## config.mk

```make
export PLATFORM = sky130hd
export DESIGN_NAME = cluster_run_list_decoder_top
export DESIGN_NICKNAME = d
export VERILOG_FILES = /design/src/design/crld_pkg.sv /design/src/design/crld_front.sv /design/src/design/crld_queue.sv /design/src/design/crld_back.sv /design/src/design/cluster_run_list_decoder_top.sv
export SDC_FILE = /design/constraint.sdc
export NUM_CORES = 2
export LEC_CHECK = 0
export ABC_CLOCK_PERIOD_IN_PS = 22200
export BUFFER_PORTS_ARGS = -buffer_cell sky130_fd_sc_hd__buf_2
export CELL_PAD_IN_SITES_DETAIL_PLACEMENT = 0
export CELL_PAD_IN_SITES_GLOBAL_PLACEMENT = 1
export CORE_ASPECT_RATIO = 1.1
export CORE_UTILIZATION = 51
export DETAILED_ROUTE_END_ITERATION = 8
export PLACE_DENSITY_LB_ADDON = 0.1
export SKIP_CTS_REPAIR_TIMING = 1
export SYNTH_ARGS = -nofsm -noshare
export SYNTH_HDL_FRONTEND = slang
export SYNTH_SLANG_ARGS = --single-unit
```

## constraint.sdc

```tcl
create_clock -name i_clk -period 22.2 [get_ports i_clk]
set_input_delay 5.55 -clock i_clk [delete_from_list [all_inputs] [get_ports i_clk]]
set_output_delay 5.55 -clock i_clk [all_outputs]
set_load 0.02 [all_outputs]
```

## src/design/crld_pkg.sv

```systemverilog
// Shared types and constants for the cluster run list decoder.
// No dependencies; imported by every module of the block.
`default_nettype none

package crld_pkg;

    localparam int CRLD_Q_DEPTH = 4;
    localparam logic [3:0] CRLD_MAX_FIELD_BYTES = 4'd8;

    // Result codes; the front uses the first four for its events.
    typedef enum logic [2:0] {
        KIND_RUN         = 3'd0,
        KIND_END_OK      = 3'd1,
        KIND_BAD_HEADER  = 3'd2,
        KIND_NEG_LENGTH  = 3'd3,
        KIND_NEG_CLUSTER = 3'd4,
        KIND_LIMIT       = 3'd5
    } t_kind;

    // One parsed event handed from front to back.
    typedef struct packed {
        logic        start;   // event belongs to a list opened by a start byte
        t_kind       kind;
        logic [63:0] len;
        logic [63:0] len_m1;
        logic [63:0] off;
    } t_evt;

endpackage

`default_nettype wire

```

## src/design/crld_front.sv

```systemverilog
// Byte parser: tracks header/length/offset phases and emits run and status events.
// Depends on crld_pkg.
`default_nettype none

module crld_front (
    input  logic            i_clk,
    input  logic            i_rst_n,
    input  logic            i_in_valid,
    output logic            o_in_stall,
    input  logic            i_list_start,
    input  logic [7:0]      i_data_byte,
    input  logic            i_q_full,
    output logic            o_push,
    output crld_pkg::t_evt  o_evt
);
    import crld_pkg::*;

    typedef enum logic [1:0] {PH_IDLE, PH_HEADER, PH_LENGTH, PH_OFFSET} t_phase;

    t_phase      r_phase, n_phase, phase;
    logic [3:0]  r_lleft, n_lleft, r_oleft, n_oleft;
    logic [2:0]  r_pos, n_pos;
    logic [63:0] r_len, n_len, r_off, n_off;
    logic        r_start, n_start;
    logic [63:0] byte_sh, len_new, off_new;
    logic [3:0]  nl, no, lleft_dec, oleft_dec;
    logic        accept;

    assign accept     = i_in_valid && !i_q_full;
    assign o_in_stall = i_q_full;
    assign phase      = i_list_start ? PH_HEADER : r_phase;
    assign nl         = i_data_byte[3:0];
    assign no         = i_data_byte[7:4];
    assign lleft_dec  = r_lleft - 4'd1;
    assign oleft_dec  = r_oleft - 4'd1;
    assign byte_sh    = 64'(i_data_byte) << {r_pos, 3'b000};

    always_comb begin
        n_phase    = r_phase;
        n_lleft    = r_lleft;
        n_oleft    = r_oleft;
        n_pos      = r_pos;
        n_len      = r_len;
        n_off      = r_off;
        n_start    = r_start;
        len_new    = r_len | byte_sh;
        off_new    = r_off | byte_sh;
        o_push     = 1'b0;
        // a start byte that pushes nothing tags the next event of its list
        o_evt.start = i_list_start || r_start;
        o_evt.kind  = KIND_RUN;
        o_evt.len   = r_len;
        o_evt.off   = r_off;
        if (accept) begin
            n_start = i_list_start || r_start;
            unique case (phase)
                PH_HEADER: begin
                    if (i_data_byte == 8'd0) begin
                        o_push     = 1'b1;
                        o_evt.kind = KIND_END_OK;
                        n_phase    = PH_IDLE;
                    end else if (nl > CRLD_MAX_FIELD_BYTES || no > CRLD_MAX_FIELD_BYTES) begin
                        o_push     = 1'b1;
                        o_evt.kind = KIND_BAD_HEADER;
                        n_phase    = PH_IDLE;
                    end else begin
                        n_lleft = nl;
                        n_oleft = no;
                        n_pos   = 3'd0;
                        n_len   = 64'd0;
                        n_off   = 64'd0;
                        if (nl != 4'd0) begin
                            n_phase = PH_LENGTH;
                        end else if (no != 4'd0) begin
                            n_phase = PH_OFFSET;
                        end else begin
                            // empty run: zero length, zero offset
                            o_push    = 1'b1;
                            o_evt.len = 64'd0;
                            o_evt.off = 64'd0;
                            n_phase   = PH_HEADER;
                        end
                    end
                end
                PH_LENGTH: begin
                    n_len   = len_new;
                    n_pos   = r_pos + 3'd1;
                    n_lleft = lleft_dec;
                    if (lleft_dec == 4'd0) begin
                        if (len_new[63]) begin
                            o_push     = 1'b1;
                            o_evt.kind = KIND_NEG_LENGTH;
                            n_phase    = PH_IDLE;
                        end else if (r_oleft != 4'd0) begin
                            n_phase = PH_OFFSET;
                            n_pos   = 3'd0;
                        end else begin
                            o_push    = 1'b1;
                            o_evt.len = len_new;
                            n_phase   = PH_HEADER;
                        end
                    end
                end
                PH_OFFSET: begin
                    n_oleft = oleft_dec;
                    if (oleft_dec != 4'd0) begin
                        n_off = off_new;
                        n_pos = r_pos + 3'd1;
                    end else begin
                        // last offset byte: sign-extend from its top bit
                        if (i_data_byte[7] && r_pos != 3'd7) begin
                            off_new = off_new | (({64{1'b1}} << 8) << {r_pos, 3'b000});
                        end
                        n_off     = off_new;
                        n_pos     = 3'd0;
                        o_push    = 1'b1;
                        o_evt.off = off_new;
                        n_phase   = PH_HEADER;
                    end
                end
                PH_IDLE: begin
                end
                default: begin
                end
            endcase
            if (o_push) begin
                n_start = 1'b0;
            end
        end
        o_evt.len_m1 = o_evt.len - 64'd1;
    end

    always_ff @(posedge i_clk) begin
        if (!i_rst_n) begin
            r_phase <= PH_IDLE;
            r_lleft <= 4'd0;
            r_oleft <= 4'd0;
            r_pos   <= 3'd0;
            r_len   <= 64'd0;
            r_off   <= 64'd0;
            r_start <= 1'b0;
        end else begin
            r_phase <= n_phase;
            r_lleft <= n_lleft;
            r_oleft <= n_oleft;
            r_pos   <= n_pos;
            r_len   <= n_len;
            r_off   <= n_off;
            r_start <= n_start;
        end
    end

endmodule

`default_nettype wire

```

## src/design/crld_queue.sv

```systemverilog
// Small FIFO of parsed events between the parser and the cluster unit.
// Depends on crld_pkg.
`default_nettype none

module crld_queue #(
    parameter int DEPTH = crld_pkg::CRLD_Q_DEPTH
) (
    input  logic            i_clk,
    input  logic            i_rst_n,
    input  logic            i_push,
    input  crld_pkg::t_evt  i_evt,
    output logic            o_full,
    input  logic            i_pop,
    output logic            o_valid,
    output crld_pkg::t_evt  o_evt
);
    import crld_pkg::*;

    localparam int PW = (DEPTH > 1) ? $clog2(DEPTH) : 1;
    localparam int CW = $clog2(DEPTH + 1);
    localparam logic [PW-1:0] LAST = PW'(DEPTH - 1);

    t_evt          r_mem [DEPTH];
    logic [PW-1:0] r_wr, r_rd;
    logic [CW-1:0] r_cnt;
    logic          do_push, do_pop;

    assign o_full  = (r_cnt == CW'(DEPTH));
    assign o_valid = (r_cnt != '0);
    assign o_evt   = r_mem[r_rd];
    assign do_push = i_push && !o_full;
    assign do_pop  = i_pop && o_valid;

    always_ff @(posedge i_clk) begin
        if (do_push) begin
            r_mem[r_wr] <= i_evt;
        end
    end

    always_ff @(posedge i_clk) begin
        if (!i_rst_n) begin
            r_wr  <= '0;
            r_rd  <= '0;
            r_cnt <= '0;
        end else begin
            if (do_push) begin
                r_wr <= (r_wr == LAST) ? '0 : r_wr + PW'(1);
            end
            if (do_pop) begin
                r_rd <= (r_rd == LAST) ? '0 : r_rd + PW'(1);
            end
            if (do_push && !do_pop) begin
                r_cnt <= r_cnt + CW'(1);
            end else if (do_pop && !do_push) begin
                r_cnt <= r_cnt - CW'(1);
            end
        end
    end

endmodule

`default_nettype wire

```

## src/design/crld_back.sv

```systemverilog
// Cluster unit: keeps physical/virtual counters, checks limits, drives results.
// Depends on crld_pkg.
`default_nettype none

module crld_back (
    input  logic               i_clk,
    input  logic               i_rst_n,
    input  logic               i_q_valid,
    input  crld_pkg::t_evt     i_evt,
    output logic               o_pop,
    input  logic [63:0]        i_limit,
    output logic               o_out_valid,
    input  logic               i_out_stall,
    output logic [2:0]         o_result_kind,
    output logic signed [63:0] o_physical_start,
    output logic [62:0]        o_run_clusters,
    output logic [63:0]        o_virtual_first,
    output logic [63:0]        o_virtual_last
);
    import crld_pkg::*;

    logic        r_dead, r_out_valid;
    logic [63:0] r_phys, r_virt;
    t_kind       r_kind, n_kind;
    logic [63:0] r_ps, r_vf, r_vl, n_ps, n_vf, n_vl;
    logic [62:0] r_rc, n_rc;
    logic [63:0] phys_base, virt_base, phys_sum, last;
    logic        dead, produce, commit, go_dead;

    assign o_pop     = i_q_valid && (!r_out_valid || !i_out_stall);
    assign phys_base = i_evt.start ? 64'd0 : r_phys;
    assign virt_base = i_evt.start ? 64'd0 : r_virt;
    assign dead      = i_evt.start ? 1'b0 : r_dead;
    assign phys_sum  = phys_base + i_evt.off;
    assign last      = virt_base + i_evt.len_m1;

    always_comb begin
        produce = 1'b0;
        commit  = 1'b0;
        go_dead = 1'b0;
        n_kind  = i_evt.kind;
        n_ps    = 64'd0;
        n_rc    = 63'd0;
        n_vf    = 64'd0;
        n_vl    = 64'd0;
        if (!dead) begin
            produce = 1'b1;
            if (i_evt.kind != KIND_RUN) begin
                go_dead = 1'b1;
            end else if (phys_sum[63]) begin
                n_kind  = KIND_NEG_CLUSTER;
                go_dead = 1'b1;
            end else if (last > i_limit) begin
                n_kind  = KIND_LIMIT;
                go_dead = 1'b1;
            end else begin
                commit = 1'b1;
                n_ps   = (i_evt.off == 64'd0) ? {64{1'b1}} : phys_sum;
                n_rc   = i_evt.len[62:0];
                n_vf   = virt_base;
                n_vl   = last;
            end
        end
    end

    always_ff @(posedge i_clk) begin
        if (!i_rst_n) begin
            r_dead      <= 1'b1;
            r_out_valid <= 1'b0;
        end else begin
            if (o_pop) begin
                r_dead      <= dead || go_dead;
                r_out_valid <= produce;
            end else if (!i_out_stall) begin
                r_out_valid <= 1'b0;
            end
        end
    end

    always_ff @(posedge i_clk) begin
        if (o_pop && commit) begin
            r_phys <= phys_sum;
            r_virt <= virt_base + i_evt.len;
        end
        if (o_pop && produce) begin
            r_kind <= n_kind;
            r_ps   <= n_ps;
            r_rc   <= n_rc;
            r_vf   <= n_vf;
            r_vl   <= n_vl;
        end
    end

    assign o_out_valid      = r_out_valid;
    assign o_result_kind    = r_kind;
    assign o_physical_start = $signed(r_ps);
    assign o_run_clusters   = r_rc;
    assign o_virtual_first  = r_vf;
    assign o_virtual_last   = r_vl;

endmodule

`default_nettype wire

```

## src/design/cluster_run_list_decoder_top.sv

```systemverilog
// Cluster run list decoder: one run list byte per cycle in, one result per run out.
// Throughput: one byte per cycle while the event queue has room; results leave at most one per cycle.
// Path: the byte that ends a run pushes its event into the queue; the cluster unit
//   pops it and registers the result, which can wait behind queued events or a stall.
// Reset (i_rst_n low, synchronous): list idle, queue and output empty, limit 0.
// Depends on crld_pkg, crld_front, crld_queue and crld_back.
`default_nettype none

module cluster_run_list_decoder_top #(
    parameter int Q_DEPTH = crld_pkg::CRLD_Q_DEPTH
) (
    input  logic               i_clk,
    input  logic               i_rst_n,
    // byte input channel
    input  logic               i_in_valid,
    output logic               o_in_stall,
    input  logic               i_list_start,
    input  logic [7:0]         i_data_byte,
    // result channel
    output logic               o_out_valid,
    input  logic               i_out_stall,
    output logic [2:0]         o_result_kind,
    output logic signed [63:0] o_physical_start,
    output logic [62:0]        o_run_clusters,
    output logic [63:0]        o_virtual_first,
    output logic [63:0]        o_virtual_last,
    // limit register write channel
    input  logic               i_cfg_valid,
    output logic               o_cfg_ready,
    input  logic [63:0]        i_cfg_data
);
    import crld_pkg::*;

    // Front parses bytes into events; the back applies them to the running
    // cluster counters. The front has no view of back-side failures: the back
    // drops events itself after a failure until one tagged with a list start.

    logic [63:0] r_limit;
    logic        push, q_full, q_valid, pop;
    t_evt        front_evt, q_evt;

    // Limit register: always ready, one transfer per cycle.
    assign o_cfg_ready = 1'b1;

    always_ff @(posedge i_clk) begin
        if (!i_rst_n) begin
            r_limit <= 64'd0;
        end else if (i_cfg_valid) begin
            r_limit <= i_cfg_data;
        end
    end

    crld_front u_front (
        .i_clk        (i_clk),
        .i_rst_n      (i_rst_n),
        .i_in_valid   (i_in_valid),
        .o_in_stall   (o_in_stall),
        .i_list_start (i_list_start),
        .i_data_byte  (i_data_byte),
        .i_q_full     (q_full),
        .o_push       (push),
        .o_evt        (front_evt)
    );

    // Event queue decouples parser stalls from output stalls.
    crld_queue #(
        .DEPTH (Q_DEPTH)
    ) u_queue (
        .i_clk   (i_clk),
        .i_rst_n (i_rst_n),
        .i_push  (push),
        .i_evt   (front_evt),
        .o_full  (q_full),
        .i_pop   (pop),
        .o_valid (q_valid),
        .o_evt   (q_evt)
    );

    crld_back u_back (
        .i_clk            (i_clk),
        .i_rst_n          (i_rst_n),
        .i_q_valid        (q_valid),
        .i_evt            (q_evt),
        .o_pop            (pop),
        .i_limit          (r_limit),
        .o_out_valid      (o_out_valid),
        .i_out_stall      (i_out_stall),
        .o_result_kind    (o_result_kind),
        .o_physical_start (o_physical_start),
        .o_run_clusters   (o_run_clusters),
        .o_virtual_first  (o_virtual_first),
        .o_virtual_last   (o_virtual_last)
    );

endmodule

`default_nettype wire

```

# Yosys cells after proc, flatten, opt, wreduce, memory -nomap -nowiden
# Memory sizes are Yosys's and may differ from the RTL's. A register that Yosys moved wholly into a read port is not among the register bits.
# Index checks and enable logic that the tools add are counted.
# op_classes
add_sub_neg,11
n_lt_le_gt_ge,3
n_eq_ne,12
shift,2
n_mux,87
bitwise_logic,3
reduce_logical,36
# ops
op,n
64-bit two-way mux,19
64-bit one-hot mux with 2 select lines,3
64-bit adder,3
64-bit bitwise OR,3
67-bit two-way mux,2
67-bit one-hot mux with 2 select lines,1
64-bit > comparator,1
64-bit zero test,1
64-bit by 6-bit << shifter with 64-bit output (first input constant),1
8-bit by 6-bit << shifter with 64-bit output,1
64-bit by 1-bit subtractor with 64-bit output (second input constant),1
3-bit two-way mux,12
2-bit two-way mux,16
1-bit two-way mux,25
4-bit two-way mux,4
4-bit one-hot mux with 2 select lines,2
4-bit AND reduction,4
4-bit nonzero test,4
1-bit logical AND,9
3-bit one-hot mux with 3 select lines,1
3-bit nonzero test,3
2-bit == test (second input constant),4
4-bit > comparator (second input constant),2
8-bit zero test,1
16 further kinds,31
# word_totals
reg_bits,601
ramBits,784
output_inout_bits,261
elab_cells,175
mem_count,1
# memory_table
memory,depth,word_bits,rd,rd_clocked_by_memory_dff,write_ports,line_no,source
u_queue.r_mem,4,196,1,1,1,crld_queue.sv:23,t_evt r_mem [DEPTH];

# Longest topological paths before layout
# depth
depth_word,13
ltp_mapped,32
ltp_nobuf,28

# Modules after synthesis
# A second synthesis with hierarchy kept.
# hier_totals
cells_unflattened,5534
hier_area_um2,68917.3
# modules_own_cells
module,instances,cells_per_inst,area_per_inst_um2
crld_queue,1,1075,28751.3
crld_back,1,2882,28225.8
crld_front,1,1369,9477.8
cluster_run_list_decoder_top,1,208,2462.4

# Worst setup path after synthesis
# No wires, ideal clock.
# synth_path
path_kind,input to register
from,input port i_out_stall
to,register u_back.r_ps[0] (netlist: u_back.o_physical_start[0]) (enable)
setup_ns,0.965
t_arrival_ns,18.217
required_ns,21.235
slack_ns,3.018
path_stages,3
path_cell_list,nand2_1 o31ai_1 a21oi_1
# synth_between
elab_chain_cells,4
# synth_rtl
element,line_no,source
"start, declared",cluster_run_list_decoder_top.sv:21,"input logic i_out_stall,"
1-bit zero test,crld_back.sv:30,assign o_pop = i_q_valid && (!r_out_valid || !i_out_stall);
1-bit logical OR,crld_back.sv:30,
1-bit logical AND,crld_back.sv:30,
1-bit logical AND,crld_back.sv:85,if (o_pop && produce) begin
"end signal, assigned",crld_back.sv:87,r_ps <= n_ps;
"end, declared",crld_back.sv:25,"logic [63:0] r_ps, r_vf, r_vl, n_ps, n_vf, n_vl;"
# No other way between the ends.
# A chain may end at the register's enable or synchronous reset.

==> flow_metrics.py <==
metrics = {
    "min_path": {
        "hp-class": "flip-flop to flip-flop",
        "hp-start": "u_front.r_off[63]",
    },
    "global_route": {
        "gr-usage-all-layers_pct": 25.9,
        "antenna_found_initial": 4,
        "grt_max_degree": 100,
        "grt-ovfl-total": 0,
        "grt_first_pass_wirelength_um": 262000,
        "grt_pass1_vias": 43200,
    },
    "yosys": {
        "synth_seq_cells": 1383,
        "ys_async_sr_fraction_pct": 0,
        "yosysSeqAreaShare_pct": 58.7,
        "syn_area_per_cell_um2": 12.5,
        "synth_edf_count": 1166,
        "synth_top_area_share_pct": 52.2,
        "synthCells": 5362,
        "syn_area_mm2": 0.0670,
        "synth.area.top_cells": "edfxtp_1, mux4_2, dfxtp_1",
        "synth_most_common_cell": "edfxtp_1",
        "yosys_warnings": 0,
        "ys.flop_type": "edfxtp_1",
        "synth_fp_nets": 5715,
        "yosys.area.top_type": "edfxtp_1",
        "yosys-top-cells-count": "edfxtp_1, nor2_1, a21oi_1",
        "ys_types": 91,
    },
    "placed_design": {
        "gp_congestion": 0.894,
        "io_buffers": 337,
        "hpwlAfterDp_um": 123000,
    },
    "clocking": {
        "htree_levels": 4,
        "cts.sinks": 1383,
        "worstSkewPairLatency_ps": 790,
        "cts_tree": "built",
        "numCtsBuffers": 148,
        "cts_root_buffer": "clkbuf_16",
        "clock_path_buffers": 3,
        "clk_pin_slew_worst_paths_ps": 60,
    },
    "finish": {
        "final_layout_size_suffix_gt1_share_pct": 15.2,
        "syn_to_final_growth_pct": 12.1,
        "antenna_cells": 0,
        "nNetsFinal": 5983,
        "nFillCells": 10800,
    },
    "floorplan": {
        "initial_core_util_pct": 51.4,
        "ios": 339,
        "fp.dieH_um": 382,
        "die-width_um": 348,
        "core-area_mm2": 0.130,
        "dieArea_mm2": 0.133,
        "num_rows": 139,
    },
    "detailed_routing": {
        "drcViolationCount": 0,
        "via_count": 43500,
        "dr.pass1.iters": 5,
        "first_iter_violations": 3375,
        "via_per_inst": 5.85,
        "wl_per_cell_um": 23.3,
        "antenna_left": 0,
        "wl_um": 173000,
    },
    "pwr": {
        "powerDensity_mw_per_mm2": 138,
        "p_total_mw": 10.4,
        "p_leak_nw": 28.4,
        "peakVddDrop_mv": 0.0926,
    },
    "timing": {
        "rsz0062_at_grt": "false",
        "fin_crit_sh_pct": 53.8,
        "fin_skew_ps": 33.0,
        "fmax_mhz": 83.7,
        "setup_viol": 0,
        "holdWs_ps": 451,
        "fin_tns_setup_ps": 0,
        "tightest_slew_ps": 1260,
        "finalCriticalPeriod_ps": 11950,
        "maxSlewHeadroom_pct": 15.3,
        "drv_slew": 0,
        "hold_viol_final": 0,
    },
    "run": {
        "maxCapViolCount": 0,
    },
    "run_status": {
        "status": "finished clean",
    },
    "worst_setup_path": {
        "cp_data_required_time_ps": 22820,
        "worst-path-max-fanout": 99,
        "cp_slowest_cell": "dfxtp_4",
        "critPathKind": "flip-flop to flip-flop",
        "critical_path.max_stage_delay_ps": 800,
        "cp.arrival_ps": 12570,
        "cpMostUsedCell": "buf_4",
        "worstSetupStartpointType": "flip-flop",
        "endpoint_kind": "flip-flop",
    },
}
-- area by class of cell --
cell class,instances,area (um^2),area share (%)
Clock buffer,188,3970,5.28
Clock inverter,80,790,1.05
Multi-Input combinational cell,3518,26000,34.6
Tap cell,1692,2120,2.82
Sequential cell,1383,39400,52.4
Timing Repair Buffer,408,2230,2.97
Inverter,171,642,0.854
-- metal layers --
metal	up-vias	track usage, %	wire, um
li1	20500	-	-
met4	4	9.26	5950
met2	1249	41.4	81200
met5	-	0	22
met1	21400	36.1	77400
met3	276	3.65	8750
-- power breakdown --
group	internal, mW	switching (mW)
combinational	1.64	2.83
sequential	3.34	0.114
clock	1.41	1.03
total	6.39	3.98
-- placed cells by master (no fill, tap or decap), types with 36 or more instances in the layout --
cell type / count
ha_1: 271
clkbuf_16: 151
a31oi_1: 96
edfxtp_1: 1166
a21o_1: 204
o21bai_1: 37
xnor2_1: 137
inv_1: 168
o21a_1: 36
nor3_1: 48
mux4_2: 194
nand3_1: 48
buf_4: 71
a21oi_1: 387
nand2_1: 350
nor2b_1: 225
and2_1: 210
mux2i_1: 72
nor2_1: 424
xor2_1: 112
o21ai_0: 214
buf_2: 336
nand4_1: 83
dfxtp_1: 215
-- state kept, by name, indices dropped and copies added, names as in the netlist, 64 cells and up, named ones only --
name / count
u_queue.r_mem: 780
r_limit: 64
u_back.o_physical_start: 64
u_back.o_virtual_first: 64
u_back.o_virtual_last: 64
u_back.r_phys: 64
u_back.r_virt: 64
u_front.r_len: 64
u_front.r_off: 64
-- final timing paths --
kind	cells after the start	slack [ps]	endpoint
worst min register to register	2	450	u_front.r_off[63]
worst max register to register	30	10250	u_back.o_virtual_last[60]
worst max-delay path	30	10250	u_back.o_virtual_last[60]
worst min-delay path	2	450	u_front.r_off[63]
-- metrics by stage --
step	cells	setup WS (ps)	utilization, %	area [um^2]
after global routing	7440	9560	57.6	75100
after floorplan	5362	3020	-	67000
after detailed placement	7172	10080	54.0	70400
after global placement	7172	10200	54.0	70400
after CTS	7440	10040	57.6	75100
final	7440	10250	57.6	75100
-- kinds of logic (layout without fill, tap and decap cells) --
family | count (synthesis) | in the layout | share of synthesized area, %
multiplexers | 268 | 268 | 7.64
buffers and inverters | 461 | 847 | 2.62
other | 1 | 1 | 0.00560
XOR/XNOR | 249 | 249 | 3.25
flip-flops | 1383 | 1383 | 58.7
AND/OR/NAND/NOR | 1550 | 1550 | 11.6
adder cells (fa/ha/maj) | 277 | 277 | 5.21
AO/OA/AOI/OAI | 1173 | 1173 | 10.9
-- critical path: cells and delay by family, from the launching register on --
kind | cells | cell delay [ps]
XOR/XNOR | 1 | 140
multiplexers | 2 | 700
AND/OR/NAND/NOR | 6 | 2430
buffers and inverters | 4 | 2430
flip-flops | 1 | 800
adder cells (fa/ha/maj) | 3 | 920
AO/OA/AOI/OAI | 14 | 4200
Power figures use the tool's default switching activity.
